[src/sv/onl_pkg.sv]
// Shared types and character constants for the object notation tokenizer.
`default_nettype none

package onl_pkg;

    typedef enum logic [3:0] {
        MODE_IDLE    = 4'd0,
        MODE_SLASH   = 4'd1,
        MODE_COMMENT = 4'd2,
        MODE_STRING  = 4'd3,
        MODE_ESCAPE  = 4'd4,
        MODE_IDENT   = 4'd5,
        MODE_ZERO    = 4'd6,
        MODE_BIN     = 4'd7,
        MODE_OCT     = 4'd8,
        MODE_HEX     = 4'd9,
        MODE_DEC     = 4'd10,
        MODE_DONE    = 4'd11,
        MODE_ERROR   = 4'd12
    } t_mode;

    localparam logic [3:0] TT_DOT    = 4'd0;
    localparam logic [3:0] TT_LBRACE = 4'd1;
    localparam logic [3:0] TT_RBRACE = 4'd2;
    localparam logic [3:0] TT_EQUALS = 4'd3;
    localparam logic [3:0] TT_COMMA  = 4'd4;
    localparam logic [3:0] TT_STRING = 4'd5;
    localparam logic [3:0] TT_IDENT  = 4'd6;
    localparam logic [3:0] TT_BIN    = 4'd7;
    localparam logic [3:0] TT_OCT    = 4'd8;
    localparam logic [3:0] TT_HEX    = 4'd9;
    localparam logic [3:0] TT_INT    = 4'd10;

    localparam logic [7:0] CH_DOT    = 8'h2E;
    localparam logic [7:0] CH_LBRACE = 8'h7B;
    localparam logic [7:0] CH_RBRACE = 8'h7D;
    localparam logic [7:0] CH_EQUALS = 8'h3D;
    localparam logic [7:0] CH_COMMA  = 8'h2C;
    localparam logic [7:0] CH_QUOTE  = 8'h22;
    localparam logic [7:0] CH_BSLASH = 8'h5C;
    localparam logic [7:0] CH_UNDER  = 8'h5F;
    localparam logic [7:0] CH_LOW_B  = 8'h62;
    localparam logic [7:0] CH_LOW_O  = 8'h6F;
    localparam logic [7:0] CH_LOW_X  = 8'h78;
    localparam logic [7:0] CH_SLASH  = 8'h2F;
    localparam logic [7:0] CH_NL     = 8'h0A;
    localparam logic [7:0] CH_ZERO   = 8'h30;

    localparam logic [15:0] COUNT_MAX = 16'hFFFF;

    // One result beat.
    typedef struct packed {
        logic [3:0] token_type;
        logic       has_char;
        logic [7:0] char_value;
        logic       token_first;
        logic       token_last;
        logic       finished;
        logic       error_flag;
        logic       run_last;
    } t_res;

    // All beats caused by one input item; dual marks that r1 is used too.
    typedef struct packed {
        logic dual;
        t_res r0;
        t_res r1;
    } t_bundle;

endpackage

`default_nettype wire

[src/sv/onl_front.sv]
// Front end: lexer state machine that turns one input item into a bundle of beats.
`default_nettype none

module onl_front (
    input  wire logic            i_clk,
    input  wire logic            i_rst_n,
    input  wire logic            i_accept,
    input  wire logic            i_kind,
    input  wire logic [7:0]      i_byte,
    input  wire logic [15:0]     i_limit,
    output logic                 o_push,
    output onl_pkg::t_bundle     o_bundle
);

    typedef struct packed {
        logic           put;
        logic           punct;
        onl_pkg::t_res  res;
        onl_pkg::t_mode mode;
    } t_start;

    function automatic onl_pkg::t_res mk_res(logic [3:0] tt, logic has, logic [7:0] ch,
                                             logic first, logic last);
        onl_pkg::t_res r;
        r = '0;
        r.token_type  = tt;
        r.has_char    = has;
        r.char_value  = ch;
        r.token_first = first;
        r.token_last  = last;
        return r;
    endfunction

    function automatic logic is_alpha(logic [7:0] c);
        return (c inside {[8'h61:8'h7A]}) || (c inside {[8'h41:8'h5A]});
    endfunction

    function automatic logic is_digit(logic [7:0] c);
        return c inside {[8'h30:8'h39]};
    endfunction

    function automatic logic [3:0] mode_type(onl_pkg::t_mode m);
        case (m)
            onl_pkg::MODE_STRING, onl_pkg::MODE_ESCAPE: return onl_pkg::TT_STRING;
            onl_pkg::MODE_IDENT: return onl_pkg::TT_IDENT;
            onl_pkg::MODE_BIN:   return onl_pkg::TT_BIN;
            onl_pkg::MODE_OCT:   return onl_pkg::TT_OCT;
            onl_pkg::MODE_HEX:   return onl_pkg::TT_HEX;
            default:             return onl_pkg::TT_INT;
        endcase
    endfunction

    function automatic logic continues(onl_pkg::t_mode m, logic [7:0] c);
        case (m)
            onl_pkg::MODE_IDENT: return is_alpha(c) || is_digit(c) || c == onl_pkg::CH_UNDER;
            onl_pkg::MODE_BIN:   return c inside {8'h30, 8'h31, 8'h5F};
            onl_pkg::MODE_OCT:   return c inside {[8'h30:8'h37]};
            onl_pkg::MODE_HEX:   return is_digit(c) || (c inside {[8'h61:8'h66]})
                                        || (c inside {[8'h41:8'h46]});
            default:             return is_digit(c);
        endcase
    endfunction

    // What a byte does when no token is open.
    function automatic t_start start_dec(logic [7:0] c);
        t_start s;
        s = '0;
        s.mode = onl_pkg::MODE_IDLE;
        case (c)
            onl_pkg::CH_DOT: begin
                s.put = 1'b1; s.punct = 1'b1; s.res = mk_res(onl_pkg::TT_DOT, 1'b1, c, 1'b1, 1'b1);
            end
            onl_pkg::CH_LBRACE: begin
                s.put = 1'b1; s.punct = 1'b1;
                s.res = mk_res(onl_pkg::TT_LBRACE, 1'b1, c, 1'b1, 1'b1);
            end
            onl_pkg::CH_RBRACE: begin
                s.put = 1'b1; s.punct = 1'b1;
                s.res = mk_res(onl_pkg::TT_RBRACE, 1'b1, c, 1'b1, 1'b1);
            end
            onl_pkg::CH_EQUALS: begin
                s.put = 1'b1; s.punct = 1'b1;
                s.res = mk_res(onl_pkg::TT_EQUALS, 1'b1, c, 1'b1, 1'b1);
            end
            onl_pkg::CH_COMMA: begin
                s.put = 1'b1; s.punct = 1'b1;
                s.res = mk_res(onl_pkg::TT_COMMA, 1'b1, c, 1'b1, 1'b1);
            end
            onl_pkg::CH_QUOTE: begin
                s.put = 1'b1; s.mode = onl_pkg::MODE_STRING;
                s.res = mk_res(onl_pkg::TT_STRING, 1'b0, 8'd0, 1'b1, 1'b0);
            end
            onl_pkg::CH_ZERO: begin
                s.mode = onl_pkg::MODE_ZERO;
            end
            onl_pkg::CH_SLASH: begin
                s.mode = onl_pkg::MODE_SLASH;
            end
            default: begin
                if (is_alpha(c) || c == onl_pkg::CH_UNDER) begin
                    s.put = 1'b1; s.mode = onl_pkg::MODE_IDENT;
                    s.res = mk_res(onl_pkg::TT_IDENT, 1'b1, c, 1'b1, 1'b0);
                end else if (c inside {[8'h31:8'h39]}) begin
                    s.put = 1'b1; s.mode = onl_pkg::MODE_DEC;
                    s.res = mk_res(onl_pkg::TT_INT, 1'b1, c, 1'b1, 1'b0);
                end
            end
        endcase
        return s;
    endfunction

    function automatic logic [15:0] sat_inc(logic [15:0] v);
        return (v == onl_pkg::COUNT_MAX) ? v : v + 16'd1;
    endfunction

    onl_pkg::t_mode r_mode, n_mode;
    logic [15:0]    r_count, n_count;

    t_start         v_st;
    onl_pkg::t_res  v_r0, v_r1, v_err;
    logic [1:0]     v_n;
    logic [15:0]    v_inc1, v_inc2;
    logic           v_hit1, v_hit2;
    logic [3:0]     v_tt;

    always_ff @(posedge i_clk) begin
        if (!i_rst_n) begin
            r_mode  <= onl_pkg::MODE_IDLE;
            r_count <= 16'd0;
        end else if (i_accept) begin
            r_mode  <= n_mode;
            r_count <= n_count;
        end
    end

    always_comb begin
        v_st   = start_dec(i_byte);
        v_inc1 = sat_inc(r_count);
        v_inc2 = sat_inc(v_inc1);
        v_hit1 = v_inc1 >= i_limit;
        v_hit2 = v_inc2 >= i_limit;
        v_tt   = mode_type(r_mode);
        v_err  = '0;
        v_err.error_flag = 1'b1;
        v_r0    = '0;
        v_r1    = '0;
        v_n     = 2'd0;
        n_mode  = r_mode;
        n_count = r_count;

        if (i_kind) begin
            case (r_mode)
                onl_pkg::MODE_IDLE, onl_pkg::MODE_COMMENT: begin
                    v_r0.finished = 1'b1;
                    v_n = 2'd1;
                    n_mode = onl_pkg::MODE_DONE;
                end
                onl_pkg::MODE_SLASH, onl_pkg::MODE_ZERO: begin
                    v_r0 = v_err;
                    v_n = 2'd1;
                    n_mode = onl_pkg::MODE_ERROR;
                end
                onl_pkg::MODE_DONE, onl_pkg::MODE_ERROR: begin
                    n_mode = r_mode;
                end
                default: begin
                    // An open token is closed and the run ends successfully.
                    v_r0 = mk_res(v_tt, 1'b0, 8'd0, 1'b0, 1'b1);
                    v_r0.finished = 1'b1;
                    v_n = 2'd1;
                    n_count = v_inc1;
                    n_mode = onl_pkg::MODE_DONE;
                end
            endcase
        end else begin
            case (r_mode)
                onl_pkg::MODE_IDLE: begin
                    n_mode = v_st.mode;
                    if (v_st.put) begin
                        v_r0 = v_st.res;
                        v_n = 2'd1;
                    end
                    if (v_st.punct) begin
                        n_count = v_inc1;
                        if (v_hit1) begin
                            v_r0.finished = 1'b1;
                            n_mode = onl_pkg::MODE_DONE;
                        end
                    end
                end
                onl_pkg::MODE_SLASH: begin
                    if (i_byte == onl_pkg::CH_SLASH) begin
                        n_mode = onl_pkg::MODE_COMMENT;
                    end else begin
                        v_r0 = v_err;
                        v_n = 2'd1;
                        n_mode = onl_pkg::MODE_ERROR;
                    end
                end
                onl_pkg::MODE_COMMENT: begin
                    if (i_byte == onl_pkg::CH_NL) begin
                        n_mode = onl_pkg::MODE_IDLE;
                    end
                end
                onl_pkg::MODE_STRING: begin
                    v_n = 2'd1;
                    if (i_byte == onl_pkg::CH_QUOTE) begin
                        v_r0 = mk_res(onl_pkg::TT_STRING, 1'b0, 8'd0, 1'b0, 1'b1);
                        n_count = v_inc1;
                        n_mode = onl_pkg::MODE_IDLE;
                        if (v_hit1) begin
                            v_r0.finished = 1'b1;
                            n_mode = onl_pkg::MODE_DONE;
                        end
                    end else begin
                        v_r0 = mk_res(onl_pkg::TT_STRING, 1'b1, i_byte, 1'b0, 1'b0);
                        if (i_byte == onl_pkg::CH_BSLASH) begin
                            n_mode = onl_pkg::MODE_ESCAPE;
                        end
                    end
                end
                onl_pkg::MODE_ESCAPE: begin
                    v_r0 = mk_res(onl_pkg::TT_STRING, 1'b1, i_byte, 1'b0, 1'b0);
                    v_n = 2'd1;
                    n_mode = onl_pkg::MODE_STRING;
                end
                onl_pkg::MODE_ZERO: begin
                    if (i_byte == onl_pkg::CH_LOW_B) begin
                        v_r0 = mk_res(onl_pkg::TT_BIN, 1'b1, onl_pkg::CH_ZERO, 1'b1, 1'b0);
                        v_r1 = mk_res(onl_pkg::TT_BIN, 1'b1, i_byte, 1'b0, 1'b0);
                        v_n = 2'd2;
                        n_mode = onl_pkg::MODE_BIN;
                    end else if (i_byte == onl_pkg::CH_LOW_O) begin
                        v_r0 = mk_res(onl_pkg::TT_OCT, 1'b1, onl_pkg::CH_ZERO, 1'b1, 1'b0);
                        v_r1 = mk_res(onl_pkg::TT_OCT, 1'b1, i_byte, 1'b0, 1'b0);
                        v_n = 2'd2;
                        n_mode = onl_pkg::MODE_OCT;
                    end else if (i_byte == onl_pkg::CH_LOW_X) begin
                        v_r0 = mk_res(onl_pkg::TT_HEX, 1'b1, onl_pkg::CH_ZERO, 1'b1, 1'b0);
                        v_r1 = mk_res(onl_pkg::TT_HEX, 1'b1, i_byte, 1'b0, 1'b0);
                        v_n = 2'd2;
                        n_mode = onl_pkg::MODE_HEX;
                    end else begin
                        v_r0 = v_err;
                        v_n = 2'd1;
                        n_mode = onl_pkg::MODE_ERROR;
                    end
                end
                onl_pkg::MODE_IDENT, onl_pkg::MODE_BIN, onl_pkg::MODE_OCT,
                onl_pkg::MODE_HEX, onl_pkg::MODE_DEC: begin
                    v_n = 2'd1;
                    if (continues(r_mode, i_byte)) begin
                        v_r0 = mk_res(v_tt, 1'b1, i_byte, 1'b0, 1'b0);
                    end else begin
                        // Close the token, then, unless the limit is reached, look at the same byte afresh.
                        v_r0 = mk_res(v_tt, 1'b0, 8'd0, 1'b0, 1'b1);
                        n_count = v_inc1;
                        if (v_hit1) begin
                            v_r0.finished = 1'b1;
                            n_mode = onl_pkg::MODE_DONE;
                        end else begin
                            n_mode = v_st.mode;
                            if (v_st.put) begin
                                v_r1 = v_st.res;
                                v_n = 2'd2;
                            end
                            if (v_st.punct) begin
                                n_count = v_inc2;
                                if (v_hit2) begin
                                    v_r1.finished = 1'b1;
                                    n_mode = onl_pkg::MODE_DONE;
                                end
                            end
                        end
                    end
                end
                default: begin
                    n_mode = r_mode;
                end
            endcase
        end

        if (v_n == 2'd2) begin
            v_r1.run_last = 1'b1;
        end else begin
            v_r0.run_last = 1'b1;
        end
    end

    assign o_push   = i_accept && (v_n != 2'd0);
    assign o_bundle = {(v_n == 2'd2), v_r0, v_r1};

    a_done_sticky: assert property (@(posedge i_clk) disable iff (!i_rst_n)
        (r_mode == onl_pkg::MODE_DONE) |=> (r_mode == onl_pkg::MODE_DONE))
        else $error("finished state left without reset");

    a_stopped_silent: assert property (@(posedge i_clk) disable iff (!i_rst_n)
        ((r_mode == onl_pkg::MODE_DONE) || (r_mode == onl_pkg::MODE_ERROR)) |-> !o_push)
        else $error("beats produced after the run stopped");

endmodule

`default_nettype wire

[src/sv/onl_fifo.sv]
// Short bundle queue between the lexer front end and the beat serializer.
`default_nettype none

module onl_fifo #(
    parameter int DEPTH = 4
) (
    input  wire logic             i_clk,
    input  wire logic             i_rst_n,
    input  wire logic             i_push,
    input  wire onl_pkg::t_bundle i_data,
    input  wire logic             i_pop,
    output logic                  o_full,
    output logic                  o_empty,
    output onl_pkg::t_bundle      o_head
);

    localparam int PW = (DEPTH > 1) ? $clog2(DEPTH) : 1;
    localparam int CW = $clog2(DEPTH + 1);
    localparam logic [PW-1:0] LAST_PTR = PW'(DEPTH - 1);
    localparam logic [CW-1:0] FULL_CNT = CW'(DEPTH);

    onl_pkg::t_bundle r_mem [DEPTH];
    logic [PW-1:0]    r_wr, r_rd;
    logic [CW-1:0]    r_cnt;
    logic             do_push, do_pop;

    assign o_full  = (r_cnt == FULL_CNT);
    assign o_empty = (r_cnt == '0);
    assign do_push = i_push && !o_full;
    assign do_pop  = i_pop && !o_empty;
    assign o_head  = r_mem[r_rd];

    always_ff @(posedge i_clk) begin
        if (do_push) begin
            r_mem[r_wr] <= i_data;
        end
    end

    always_ff @(posedge i_clk) begin
        if (!i_rst_n) begin
            r_wr  <= '0;
            r_rd  <= '0;
            r_cnt <= '0;
        end else begin
            if (do_push) begin
                r_wr <= (r_wr == LAST_PTR) ? '0 : r_wr + 1'b1;
            end
            if (do_pop) begin
                r_rd <= (r_rd == LAST_PTR) ? '0 : r_rd + 1'b1;
            end
            if (do_push && !do_pop) begin
                r_cnt <= r_cnt + 1'b1;
            end else if (do_pop && !do_push) begin
                r_cnt <= r_cnt - 1'b1;
            end
        end
    end

    a_cnt_bound: assert property (@(posedge i_clk) disable iff (!i_rst_n)
        r_cnt <= FULL_CNT)
        else $error("queue fill count beyond depth");

    a_pop_drains: assert property (@(posedge i_clk) disable iff (!i_rst_n)
        (do_pop && !do_push) |=> (r_cnt == $past(r_cnt) - 1'b1) || !$past(i_rst_n))
        else $error("queue count did not drop on a lone pop");

endmodule

`default_nettype wire

[src/sv/onl_back.sv]
// Back end: walks the beats of the bundle at the queue head onto the result ports.
`default_nettype none

module onl_back (
    input  wire logic             i_clk,
    input  wire logic             i_rst_n,
    input  wire onl_pkg::t_bundle i_head,
    input  wire logic             i_q_empty,
    input  wire logic             i_pop,
    output logic                  o_q_pop,
    output logic                  o_empty,
    output onl_pkg::t_res         o_res
);

    logic r_sel, n_sel;
    logic beat;

    assign o_empty = i_q_empty;
    assign beat    = i_pop && !i_q_empty;
    assign o_res   = r_sel ? i_head.r1 : i_head.r0;
    assign o_q_pop = beat && (r_sel || !i_head.dual);

    always_comb begin
        n_sel = r_sel;
        if (beat) begin
            n_sel = !r_sel && i_head.dual;
        end
    end

    always_ff @(posedge i_clk) begin
        if (!i_rst_n) begin
            r_sel <= 1'b0;
        end else begin
            r_sel <= n_sel;
        end
    end

    a_sel_dual: assert property (@(posedge i_clk) disable iff (!i_rst_n)
        r_sel |-> (!i_q_empty && i_head.dual))
        else $error("second beat selected without a two-beat bundle");

endmodule

`default_nettype wire

[src/sv/object_notation_tokenizer_unit.sv]
// Top level of the object notation tokenizer: register port, lexer, queue and serializer.
// With nothing queued ahead, a beat is on the result ports right after the edge that
// accepts its byte. One byte is taken per cycle; input stalls only when the QUEUE_DEPTH
// queue is full. The output side moves one beat per cycle while pop is high and the queue
// is not empty, so a byte that yields two beats needs a pop for each.
// Reset (synchronous, active low) clears the lexer state, count and queue; limit becomes 255.
`default_nettype none

module object_notation_tokenizer_unit #(
    parameter int QUEUE_DEPTH = 4
) (
    input  wire logic        i_clk,
    input  wire logic        i_rst_n,
    // APB configuration port
    input  wire logic        psel,
    input  wire logic        penable,
    input  wire logic        pwrite,
    input  wire logic [2:0]  paddr,
    input  wire logic [31:0] pwdata,
    output logic [31:0]      prdata,
    output logic             pready,
    // Input queue side
    input  wire logic        push,
    output logic             full,
    input  wire logic        i_kind,
    input  wire logic [7:0]  i_byte_value,
    // Result queue side
    output logic             empty,
    input  wire logic        pop,
    output logic [3:0]       o_token_type,
    output logic             o_has_char,
    output logic [7:0]       o_char_value,
    output logic             o_token_first,
    output logic             o_token_last,
    output logic             o_finished,
    output logic             o_error_flag,
    output logic             o_run_last
);

    localparam logic [15:0] LIMIT_RESET = 16'd255;

    logic [15:0]       r_token_limit, n_token_limit;
    logic              cfg_wr;
    logic              accept;
    logic              f_push;
    onl_pkg::t_bundle  f_bundle;
    onl_pkg::t_bundle  q_head;
    logic              q_full, q_empty, q_pop;
    onl_pkg::t_res     res;

    // The single register, token_limit, sits at byte address 0. Writes elsewhere are
    // acknowledged and dropped.
    assign pready = 1'b1;
    assign cfg_wr = psel && penable && pwrite && (paddr == 3'd0);
    assign prdata = (paddr == 3'd0) ? {16'd0, r_token_limit} : 32'd0;

    always_comb begin
        n_token_limit = r_token_limit;
        if (cfg_wr) begin
            n_token_limit = pwdata[15:0];
        end
    end

    always_ff @(posedge i_clk) begin
        if (!i_rst_n) begin
            r_token_limit <= LIMIT_RESET;
        end else begin
            r_token_limit <= n_token_limit;
        end
    end

    // A byte is taken whenever the bundle queue has room, even if an earlier beat is
    // still waiting on the result side.
    assign full   = q_full;
    assign accept = push && !q_full;

    onl_front u_front (
        .i_clk    (i_clk),
        .i_rst_n  (i_rst_n),
        .i_accept (accept),
        .i_kind   (i_kind),
        .i_byte   (i_byte_value),
        .i_limit  (r_token_limit),
        .o_push   (f_push),
        .o_bundle (f_bundle)
    );

    onl_fifo #(
        .DEPTH (QUEUE_DEPTH)
    ) u_fifo (
        .i_clk   (i_clk),
        .i_rst_n (i_rst_n),
        .i_push  (f_push),
        .i_data  (f_bundle),
        .i_pop   (q_pop),
        .o_full  (q_full),
        .o_empty (q_empty),
        .o_head  (q_head)
    );

    // The serializer picks one of the two beats of the bundle at the queue head, which the read
    // pointer selects from storage, so a read select and a two-way select feed the result ports.
    onl_back u_back (
        .i_clk     (i_clk),
        .i_rst_n   (i_rst_n),
        .i_head    (q_head),
        .i_q_empty (q_empty),
        .i_pop     (pop),
        .o_q_pop   (q_pop),
        .o_empty   (empty),
        .o_res     (res)
    );

    assign o_token_type  = res.token_type;
    assign o_has_char    = res.has_char;
    assign o_char_value  = res.char_value;
    assign o_token_first = res.token_first;
    assign o_token_last  = res.token_last;
    assign o_finished    = res.finished;
    assign o_error_flag  = res.error_flag;
    assign o_run_last    = res.run_last;

endmodule

`default_nettype wire

[config.mk]
export PLATFORM = sky130hd
export DESIGN_NAME = object_notation_tokenizer_unit
export DESIGN_NICKNAME = d
export VERILOG_FILES = /design/src/sv/onl_pkg.sv /design/src/sv/onl_front.sv /design/src/sv/onl_fifo.sv /design/src/sv/onl_back.sv /design/src/sv/object_notation_tokenizer_unit.sv
export SDC_FILE = /design/constraint.sdc
export NUM_CORES = 1
export LEC_CHECK = 0
export BUFFER_PORTS_ARGS = -buffer_cell sky130_fd_sc_hd__buf_2
export CAP_MARGIN = 20
export CORE_MARGIN = 5
export CORE_UTILIZATION = 40
export CTS_CLUSTER_DIAMETER = 50
export DETAILED_ROUTE_END_ITERATION = 10
export PLACE_DENSITY = 0.54
export REMOVE_ABC_BUFFERS = 1
export SYNTH_ARGS = -nofsm -noshare
export SYNTH_HDL_FRONTEND = slang
export SYNTH_HIERARCHICAL = 1
export SYNTH_SLANG_ARGS = --single-unit
[constraint.sdc]
create_clock -name i_clk -period 16.9 [get_ports i_clk]
set_input_delay 1.69 -clock i_clk [delete_from_list [all_inputs] [get_ports i_clk]]
set_output_delay 1.69 -clock i_clk [all_outputs]
set_load 0.005 [all_outputs]
==> out/metrics.yaml, run 1 <==
status: "completed"
cp_max_fo: 37
grt_use_total_pct: 17.01
synth_top_area_share_pct: 38.09
async_flop_share_pct: 0
fillers: 2730
power.density_nw_per_um2: 115.0
gr-usage-met3_pct: 2.634
drt_wl_total_um: 28250
drt-pass1-iter-count: 5
tightest_slew_ps: 1103
min_to: "r_token_limit[12]$_SDFFE_PN0P_"
peakVddDrop_mv: 0.07022
crit_type: "reg -> reg"
syn_to_final_growth_pct: 8.976
ys_seq_elements: 194
antenna_found_initial: 1
vias: 8470
timing.rr.end: "u_fifo/r_mem[3][16]$_DFFE_PP_"
seq_area_frac_synth_pct: 45.98
drive_gt1_share_pct: 17.38
synth_flop_cell: "edfxtp_1"
endpoint_kind: "flip-flop"
r2r_setup_slack_ps: 9870
multiInputGateArea_um2: 5662
rsz0062_at_grt: "false"
use_met1_pct: 23.17
routed_via_density: 5.643
worst_path_dominant_cell_family: "simple AND/OR/NAND/NOR gates"
cts_setup_buffers: 0
post_drt_wl_per_cell_um: 18.82
setup_viol: 0
start_util_pct: 40.54
clockBufferDepth: 2
grt_start_max_net_pins: 51
dieArea_um2: 32690
netlist_area_um2: 11670
port_buffers: 70
dpl_cell_area_um2: 12120
cts_hold_buf: 0
p_leak_nw: 4.821
drt_iter0_markers: 668
yosysUniqueCellTypes: 90
busiest_layer: "met2"
htree_num_levels: 4
synthTopCellsByArea: "edfxtp_1 (38%), dfxtp_1 (7.9%), mux4_2 (5.8%), ha_1 (4.2%), nand2_1 (3.1%)"
setup_tns_ps: 0
numCtsBuffers: 17
ctsResizeCount: 0
fmax_mhz: 142.3
fin_ws_ps: 9873
io_pins: 104
fin_hold_ws_ps: 473.3
crit_path_start_kind: "flip-flop"
rows: 62
hold_path_class: "reg -> reg"
grt_pass1_vias: 8065
synth_edf_count: 148
nets: 1194
hold_viol: 0
use_met2_pct: 28.50
cpMaxStageDelayCell: "and2_2"
r2r-start: "u_front/r_count[0]$_SDFFE_PN0P_"
regArea_um2: 5368
clock-sinks: 194
yosysMostFrequentCell: "edfxtp_1"
grt_overflow: 0
finalCriticalPeriod_ps: 7027
synth.avg_cell_area_um2: 10.91
min-delay-start: "r_token_limit[12]$_SDFFE_PN0P_"
critical_path_buf_inv_count: 2
ys_top_cells_by_count: "edfxtp_1 (148), nand2_1 (97), nor2_1 (79)"
die_w_um: 180.8
fin_cells: 1501
skew_ps: 14.38
startpoint: "u_front/r_count[0]$_SDFFE_PN0P_"
critical_path_arrival_ps: 7070
path_cells: "ha_1 -> nand3_1 -> nor4b_2 -> nor3_1 -> xnor2_1 -> inv_1 -> ha_1 -> o211ai_1 -> nor2_1 -> a221oi_1 -> o21ai_0 -> nor3_2 -> nand3_1 -> a21oi_1 -> buf_4 -> o31a_1 -> nor2b_1 -> and2_2"
yosysWarnings: 6
required_ps: 16950
post-place-ws_ps: 9968
synthCells: 1069
fin_crit_sh_pct: 41.58
maxSlewViolCount: 0
max_cap_viol_count: 0
core_um2: 28780
die_y_um: 180.8
gp_congestion: 0.9875
cts-root-buf: "clkbuf_16"
p_total_mw: 1.463
dpl.hpwl_um: 19290
ff2ff_path_depth: 18
synth_top_area_cell: "edfxtp_1"
postLayoutCellArea_um2: 12710
placed_cells: 1467
clock_latency_ps: 430
grt_pass1_wl_um: 45080
cts_tree: "done"
fin_util_pct: 44.18
min_path_cells: 2
cp_slowest_stage_delay_ps: 960
relSlewSlack_pct: 26.45
clkSlewWorstSetupHoldPaths_ps: 80
drc: 0
ant_nets: 0
## cell usage in the layout (no fill, tap or decap), types with 25 or more instances in the layout
master / n
dfxtp_1: 44
inv_1: 43
ha_1: 39
mux4_2: 30
edfxtp_1: 148
nand2_1: 97
nand3_1: 40
and2_1: 29
nor3_1: 25
buf_2: 70
o21ai_0: 50
nor2_1: 79
a21oi_1: 51
## metal layers
layer / wire length [um] / part of all wire (%)
met5: 0 / 0
met4: 408 / 1.4
met3: 1208 / 4.3
met2: 13860 / 49
met1: 12770 / 45
## cell type report
type	instances	share of cell area, %
Clock buffer	19	3.405
Antenna cell	1	0.01968
Sequential cell	194	42.22
Inverter	44	1.299
Multi-Input combinational cell	763	44.53
Clock inverter	13	1.132
Tap cell	384	3.779
Timing Repair Buffer	83	3.621
## cells by family after synthesis
logic type	share of synthesized area, %
simple gates	17.80
buf+inv	6.155
fa+ha+maj	4.354
mux	11.68
flops	45.98
compound gates	12.35
other cells	0.09651
xor+xnor	1.576
## where the power goes
part / internal, mW / total, mW / leakage [nW] / switching, mW
sequential: 0.585 / 0.613 / 1.80 / 0.0284
combinational: 0.192 / 0.452 / 2.74 / 0.260
clock: 0.209 / 0.397 / 0.277 / 0.188
total: 0.986 / 1.46 / 4.82 / 0.476
## flip-flops by register name, summed over array words and instances, names as in the netlist, named ones only
signal,count
u_fifo/r_wr,2
r_token_limit,16
u_fifo/r_mem,148
u_fifo/r_rd,2
u_front/r_mode,4
u_front/r_count,16
u_back/r_sel,1
u_fifo/r_cnt,3
## how the worst max path moves through the flow
stage,to,slack (ps),depth (start not counted)
6_report,u_fifo/r_mem[3][16]$_DFFE_PP_,9870,18
3_3_place_gp,u_fifo/r_mem[0][16]$_DFFE_PP_,9830,18
5_1_grt,u_fifo/r_mem[1][26]$_DFFE_PP_,9390,17
2_1_floorplan,u_fifo/r_mem[3][0]$_DFFE_PP_,11240,10
3_5_place_dp,u_fifo/r_mem[1][28]$_DFFE_PP_,9970,18
4_1_cts,u_fifo/r_mem[1][26]$_DFFE_PP_,9930,18
## worst register-to-register path, delay by kind of cell, from the launching register on
| family | cells | cell delay (ps) |
|---|---|---|
| AND/OR/NAND/NOR | 8 | 3210 |
| AO/OA/AOI/OAI | 5 | 1460 |
| adder cells (fa/ha/maj) | 2 | 700 |
| flip-flops | 1 | 490 |
| XOR/XNOR | 1 | 380 |
| buffers and inverters | 2 | 370 |
Note: power is estimated with default switching activity, not from simulation.
==> inputs of run 2 (changes only) <==
- clock period: 16.9 -> 7.2 ns (I/O delays scaled with it)
==> run 2 against run 1 <==
Net effect: flip-flop and latch count is the same; critical path depth increased by 4; die area stayed put; non-clock buffer count is 8 higher; sequential share of layout area decreased by 0.27 points; global-route usage is 0.31 points higher.
==> out/metrics.yaml, run 2 (synthesized netlist as in run 1, its figures left out) <==
rsz0062_at_grt: "false"
clock-sinks: 194  # unchanged
diodes: 0  # -1
vias: 8454  # -0.19%
drt-pass1-iter-count: 5  # unchanged
nets: 1202  # +0.67%
finalCriticalPeriod_ps: 6040  # -986.5 ps
use_met2_pct: 28.66  # +0.16 points
port_buffers: 70  # unchanged
critical_path_arrival_ps: 6390  # -680 ps
htree_num_levels: 4  # unchanged
dpl.hpwl_um: 19720  # +2.2%
fin_util_pct: 44.46  # +0.28 points
ff2ff_path_depth: 22  # +4
largest_reg_flops: 148  # unchanged
crit_path_start_kind: "flip-flop"
startpoint: "u_front/r_count[0]$_SDFFE_PN0P_"
die_y_um: 180.8  # unchanged
mostFrequentLayoutCell: "edfxtp_1"
cts_tree: "done"
required_ps: 7550  # -9400 ps
grt_pass1_vias: 8313  # +3.1%
drt_wl_total_um: 28310  # +0.24%
power.density_nw_per_um2: 268.0  # +130%
grt_overflow: 0  # unchanged
layout_common_cells: "edfxtp_1 (148), nand2_1 (97), nor2_1 (79), buf_2 (70), a21oi_1 (51)"
use_met1_pct: 24.15  # +0.97 points
gr-usage-met3_pct: 2.413  # -0.22 points
core_um2: 28780  # unchanged
skew_ps: 17.99  # +3.616 ps
fin_ws_ps: 1160  # -8713 ps
fin_crit_sh_pct: 83.89  # +42 points
drc: 0  # unchanged
p_leak_nw: 4.869  # +1.0%
r2r_setup_slack_ps: 1160  # -8710 ps
ctsResizeCount: 0  # unchanged
p_total_mw: 3.430  # +130%
post_drt_wl_per_cell_um: 18.79  # -0.16%
antenna_found_initial: 0  # -1
setup_tns_ps: 0  # unchanged
post-place-ws_ps: 1104  # -8864 ps
grt_pass1_wl_um: 46050  # +2.2%
top_regs: "u_fifo/r_mem (148), r_token_limit (16), u_front/r_count (16)"
gp_congestion: 0.9426  # -4.5%
largest-register: "u_fifo/r_mem"
rows: 62  # unchanged
drive_gt1_share_pct: 18.08  # +0.69 points
hold_path_class: "reg -> reg"
crit_type: "reg -> reg"
fillers: 2734  # +0.15%
clock_latency_ps: 430  # about the same
syn_to_final_growth_pct: 9.673
max_cap_viol_count: 0  # unchanged
cts_setup_buffers: 0  # unchanged
busiest_layer: "met2"
hold_viol: 0  # unchanged
cts_hold_buf: 0  # unchanged
drt_iter0_markers: 646  # -3.3%
grt_use_total_pct: 17.33  # +0.31 points
routed_via_density: 5.610  # -0.59%
timing.rr.end: "u_fifo/r_cnt[2]$_SDFFE_PN0P_"
clockBufferDepth: 2  # unchanged
maxSlewViolCount: 0  # unchanged
endpoint: "u_fifo/r_cnt[2]$_SDFFE_PN0P_"
r2r-start: "u_front/r_count[0]$_SDFFE_PN0P_"
relSlewSlack_pct: 35.72  # +9.3 points
endpoint_kind: "flip-flop"
ant_nets: 0  # unchanged
cts-root-buf: "clkbuf_16"
clkSlewWorstSetupHoldPaths_ps: 80  # about the same
die_w_um: 180.8  # unchanged
fmax_mhz: 165.6  # +16%
dieArea_um2: 32690  # unchanged
io_pins: 104  # unchanged
cp_max_fo: 8  # -78%
peakVddDrop_mv: 0.1366  # +94%
fin_hold_ws_ps: 476.5  # +3.141 ps
tightest_slew_ps: 964.3  # -139.1 ps
grt_start_max_net_pins: 51  # unchanged
setup_viol: 0  # unchanged
status: "completed"
start_util_pct: 40.54  # unchanged
numCtsBuffers: 17  # unchanged
## run 2: layout make-up
cell class	count	area [um^2]	share of cell area, %
clock buffer	17	425.4	3.325
clock inverter	14	137.6	1.076
sequential	194	5368	41.95
timing repair buffer	91	558.0	4.361
multi-input combinational	763	5662	44.25
tap	384	480.5	3.755
inverter	44	165.2	1.291
## run 2: power breakdown
group          switching (mW)  internal, mW
combinational           0.612         0.466
clock                   0.452         0.460
sequential             0.0678          1.37
## run 2: how the worst min path moves through the flow
| stage | startpoint | end | slack, ps | depth (start not counted) |
|---|---|---|---|---|
| after global routing | r_token_limit[11]$_SDFFE_PN0P_ | r_token_limit[11]$_SDFFE_PN0P_ | 500 | 2 |
| after floorplan | r_token_limit[10]$_SDFFE_PN0P_ | r_token_limit[10]$_SDFFE_PN0P_ | 440 | 2 |
| final | r_token_limit[13]$_SDFFE_PN0P_ | r_token_limit[13]$_SDFFE_PN0P_ | 480 | 2 |
| after CTS | r_token_limit[11]$_SDFFE_PN0P_ | r_token_limit[11]$_SDFFE_PN0P_ | 480 | 2 |
| after global placement | r_token_limit[11]$_SDFFE_PN0P_ | r_token_limit[11]$_SDFFE_PN0P_ | 460 | 2 |
| after detailed placement | r_token_limit[11]$_SDFFE_PN0P_ | r_token_limit[11]$_SDFFE_PN0P_ | 470 | 2 |
## run 2: metrics by stage
step                      std cells  area [um^2]
final                          1507        12800
after global placement         1476        12230
after detailed placement       1476        12230
after floorplan                1001        11170
after global routing           1507        12800
after CTS                      1507        12800
## run 2: per-layer routing
metal	part of all wire (%)	wire length [um]	up-vias
met3	4.5	1285	32
li1	-	-	4065
met1	46	13120	4129
met5	0	0	-
met4	1.6	447	0
met2	48	13470	228
## run 2: critical path, cell delays in order (launching register included)
cell	delay [ps]
dfxtp_1	470
ha_1	330
nand3_1	250
nor4b_2	480
nor4_1	130
xnor2_1	330
ha_1	310
a211oi_1	190
o21ai_0	120
a221oi_1	420
o21ai_0	450
nor3_2	340
nand3_1	110
buf_4	200
a21oi_1	200
o31a_1	180
nor2b_1	210
ha_1	210
inv_1	60
fa_1	370
xor2_1	160
or3_1	290
a21boi_0	180
==> inputs of run 3 (changes only) <==
- ABC_AREA: unset -> 1
- clock period: 7.2 -> 6.2 ns (I/O delays scaled with it)
==> run 3 against run 2 <==
Net effect: clock skew is 4.2 ps higher; hold slack worse by 82 ps; die area rose by 1.3%; largest cell class unchanged; highest routed layer unchanged; setup slack got worse by 78 ps; largest power group is now combinational cells; critical path type unchanged; sequential share of layout area shrank 0.76 points; utilization is 0.15 points lower; flip-flop and latch count unchanged; maximum frequency grew 18%; critical path depth increased by 4.
==> out/metrics.yaml, run 3 <==
clockBufferDepth: 2  # unchanged
synth_top_area_share_pct: 37.56  # -0.54 points
rsz0062_at_grt: "false"
r2r_setup_slack_ps: 1080  # -80 ps
mostFrequentLayoutCell: "nand2_1"
cpMaxStageDelayCell: "nor2_4"
drt-pass1-iter-count: 5  # unchanged
power.density_nw_per_um2: 372.2  # +39%
grt_pass1_vias: 9179  # +10%
setup_viol: 0  # unchanged
async_flop_share_pct: 0  # unchanged
grt_pass1_wl_um: 48570  # +5.5%
dpl_cell_area_um2: 12420  # +1.5%
cts_hold_buf: 0  # unchanged
cp_slowest_stage_delay_ps: 600  # +120 ps
post_drt_wl_per_cell_um: 15.64  # -17%
drive_gt1_share_pct: 14.14  # -3.9 points
synth_top_area_cell: "edfxtp_1"
grt_use_total_pct: 18.10  # +0.78 points
max_cap_viol_count: 0  # unchanged
synth_flop_cell: "edfxtp_1"
die_y_um: 182  # +0.67%
yosysMostFrequentCell: "nand2_1"
ys_top_cells_by_count: "nand2_1 (309), nor2_1 (232), inv_1 (161)"
clock-sinks: 194  # unchanged
port_buffers: 70  # unchanged
clock_latency_ps: 440  # about the same
die_w_um: 182  # +0.67%
seq_area_frac_synth_pct: 45.34  # -0.65 points
ff2ff_path_depth: 26  # +18%
tightest_slew_ps: 806.5  # -157.8 ps
fmax_mhz: 195.4  # +18%
cts-root-buf: "clkbuf_16"
drc: 0  # unchanged
rows: 63  # +1.6%
netlist_area_um2: 11830  # +1.4%
io_pins: 104  # unchanged
skew_ps: 22.23  # +4.240 ps
p_leak_nw: 5.808  # +19%
placed_cells: 1886  # +28%
yosysUniqueCellTypes: 54  # -40%
relSlewSlack_pct: 46.24  # +11 points
antenna_found_initial: 0  # unchanged
dieArea_um2: 33120  # +1.3%
r2r-start: "u_front/r_count[0]$_SDFFE_PN0P_"
htree_num_levels: 4  # unchanged
endpoint_kind: "flip-flop"
fin_cells: 1918  # +27%
cts_tree: "done"
required_ps: 6330  # -1220 ps
synth.avg_cell_area_um2: 8.100  # -26%
critical_path_arrival_ps: 5250  # -1140 ps
top_regs: "u_fifo/r_mem (148), r_token_limit (16), u_front/r_count (16)"
ctsResizeCount: 0  # unchanged
drt_iter0_markers: 578  # -11%
synth_edf_count: 148  # unchanged
min_path_cells: 3  # +1
diodes: 0  # unchanged
nets: 1606  # +34%
start_util_pct: 40.25  # -0.29 points
hold_viol: 0  # unchanged
grt_start_max_net_pins: 76  # +49%
routed_via_density: 5.086  # -9.3%
clkSlewWorstSetupHoldPaths_ps: 80  # about the same
gp_congestion: 0.9344  # -0.87%
vias: 9754  # +15%
crit_path_start_kind: "flip-flop"
largest-register: "u_fifo/r_mem"
min_to: "r_token_limit[4]$_SDFFE_PN1P_"
hold_path_class: "in -> reg"
timing.rr.end: "u_fifo/r_mem[3][20]$_DFFE_PP_"
layout_common_cells: "nand2_1 (309), nor2_1 (228), inv_1 (161), edfxtp_1 (148), o21ai_0 (96)"
syn_to_final_growth_pct: 10.09
min-delay-start: "pwdata[4]"
finalCriticalPeriod_ps: 5119  # -921.7 ps
crit_type: "reg -> reg"
numCtsBuffers: 17  # unchanged
postLayoutCellArea_um2: 13030  # +1.8%
synthTopCellsByArea: "edfxtp_1 (38%), nand2_1 (9.8%), dfxtp_1 (7.8%), nor2_1 (7.4%), inv_1 (5.1%)"
status: "completed"
cts_setup_buffers: 0  # unchanged
yosysWarnings: 6  # unchanged
setup_tns_ps: 0  # unchanged
synthCells: 1461  # +37%
grt_overflow: 0  # unchanged
path_common_cell: "nand2_1"
peakVddDrop_mv: 0.1621  # +19%
dpl.hpwl_um: 20920  # +6.1%
ys_seq_elements: 194  # unchanged
drt_wl_total_um: 30000  # +5.9%
cp_max_fo: 22  # +14
fin_crit_sh_pct: 82.56  # -1.3 points
ant_nets: 0  # unchanged
largest_reg_flops: 148  # unchanged
core_um2: 29400  # +2.2%
maxSlewViolCount: 0  # unchanged
[run 3: cell type report]
class | count | area [um^2]
clock inverter | 15 | 185.2
timing repair buffer | 79 | 442.9
inverter | 179 | 678.2
multi-input combinational | 1044 | 5441
fill | 3009 | 16370
tap | 390 | 488.0
clock buffer | 17 | 425.4
sequential | 194 | 5366
[run 3: critical path: cells and delay by family (launching register included)]
family          cells  cell delay, ps
xor+xnor            1             260
buf+inv             4             510
compound gates      2             510
fa+ha+maj           2             570
flops               1             430
simple gates       17            2510
[run 3: kinds of logic (layout without fill, tap and decap cells)]
group	Yosys count	count (layout)	synth area share [%]
xor+xnor	15	15	1.237
flops	194	194	45.34
other cells	3	19	0.09515
compound gates	264	264	12.36
buf+inv	239	290	9.442
simple gates	706	706	27.24
fa+ha+maj	40	40	4.293
[run 3: routing by layer]
layer	global-route usage, %	share of wire (%)	vias up
met1	24.76	46	4599
met3	2.364	4.1	28
li1	-	-	4906
met4	4.203	1.1	0
met5	0	0	-
met2	30.70	49	221
[run 3: metrics by stage]
stage / hold WS (ps) / power (mW) / worst slack, ps / utilization, %
3_3_place_gp: 467.9 / 3.758 / 1077 / 42.23
5_1_grt: 390.7 / 5.215 / 416.7 / 44.31
4_1_cts: 372.3 / 4.894 / 989.4 / 44.31
3_5_place_dp: 470.4 / 3.775 / 1016 / 42.23
6_report: 394.8 / 4.848 / 1081 / 44.31
2_1_floorplan: 450.6 / 3.120 / 1153 / -
[run 3: worst max-delay path by stage]
stage                                               start                       endpoint  depth (start not counted)
after detailed placement  u_front/r_count[0]$_SDFFE_PN0P_  u_fifo/r_mem[0][25]$_DFFE_PP_                         26
after global routing      u_front/r_count[0]$_SDFFE_PN0P_   u_fifo/r_cnt[2]$_SDFFE_PN0P_                         33
after floorplan           u_front/r_count[0]$_SDFFE_PN0P_   u_fifo/r_mem[0][0]$_DFFE_PP_                         25
final                     u_front/r_count[0]$_SDFFE_PN0P_  u_fifo/r_mem[3][20]$_DFFE_PP_                         26
after CTS                 u_front/r_count[0]$_SDFFE_PN0P_  u_fifo/r_mem[3][20]$_DFFE_PP_                         20
after global placement    u_front/r_count[0]$_SDFFE_PN0P_  u_fifo/r_mem[0][25]$_DFFE_PP_                         26
[run 3: power by group]
part	internal, mW	switching, mW
Combinational	0.630	1.32
Clock	0.549	0.562
Sequential	1.68	0.104
Total	2.86	1.99
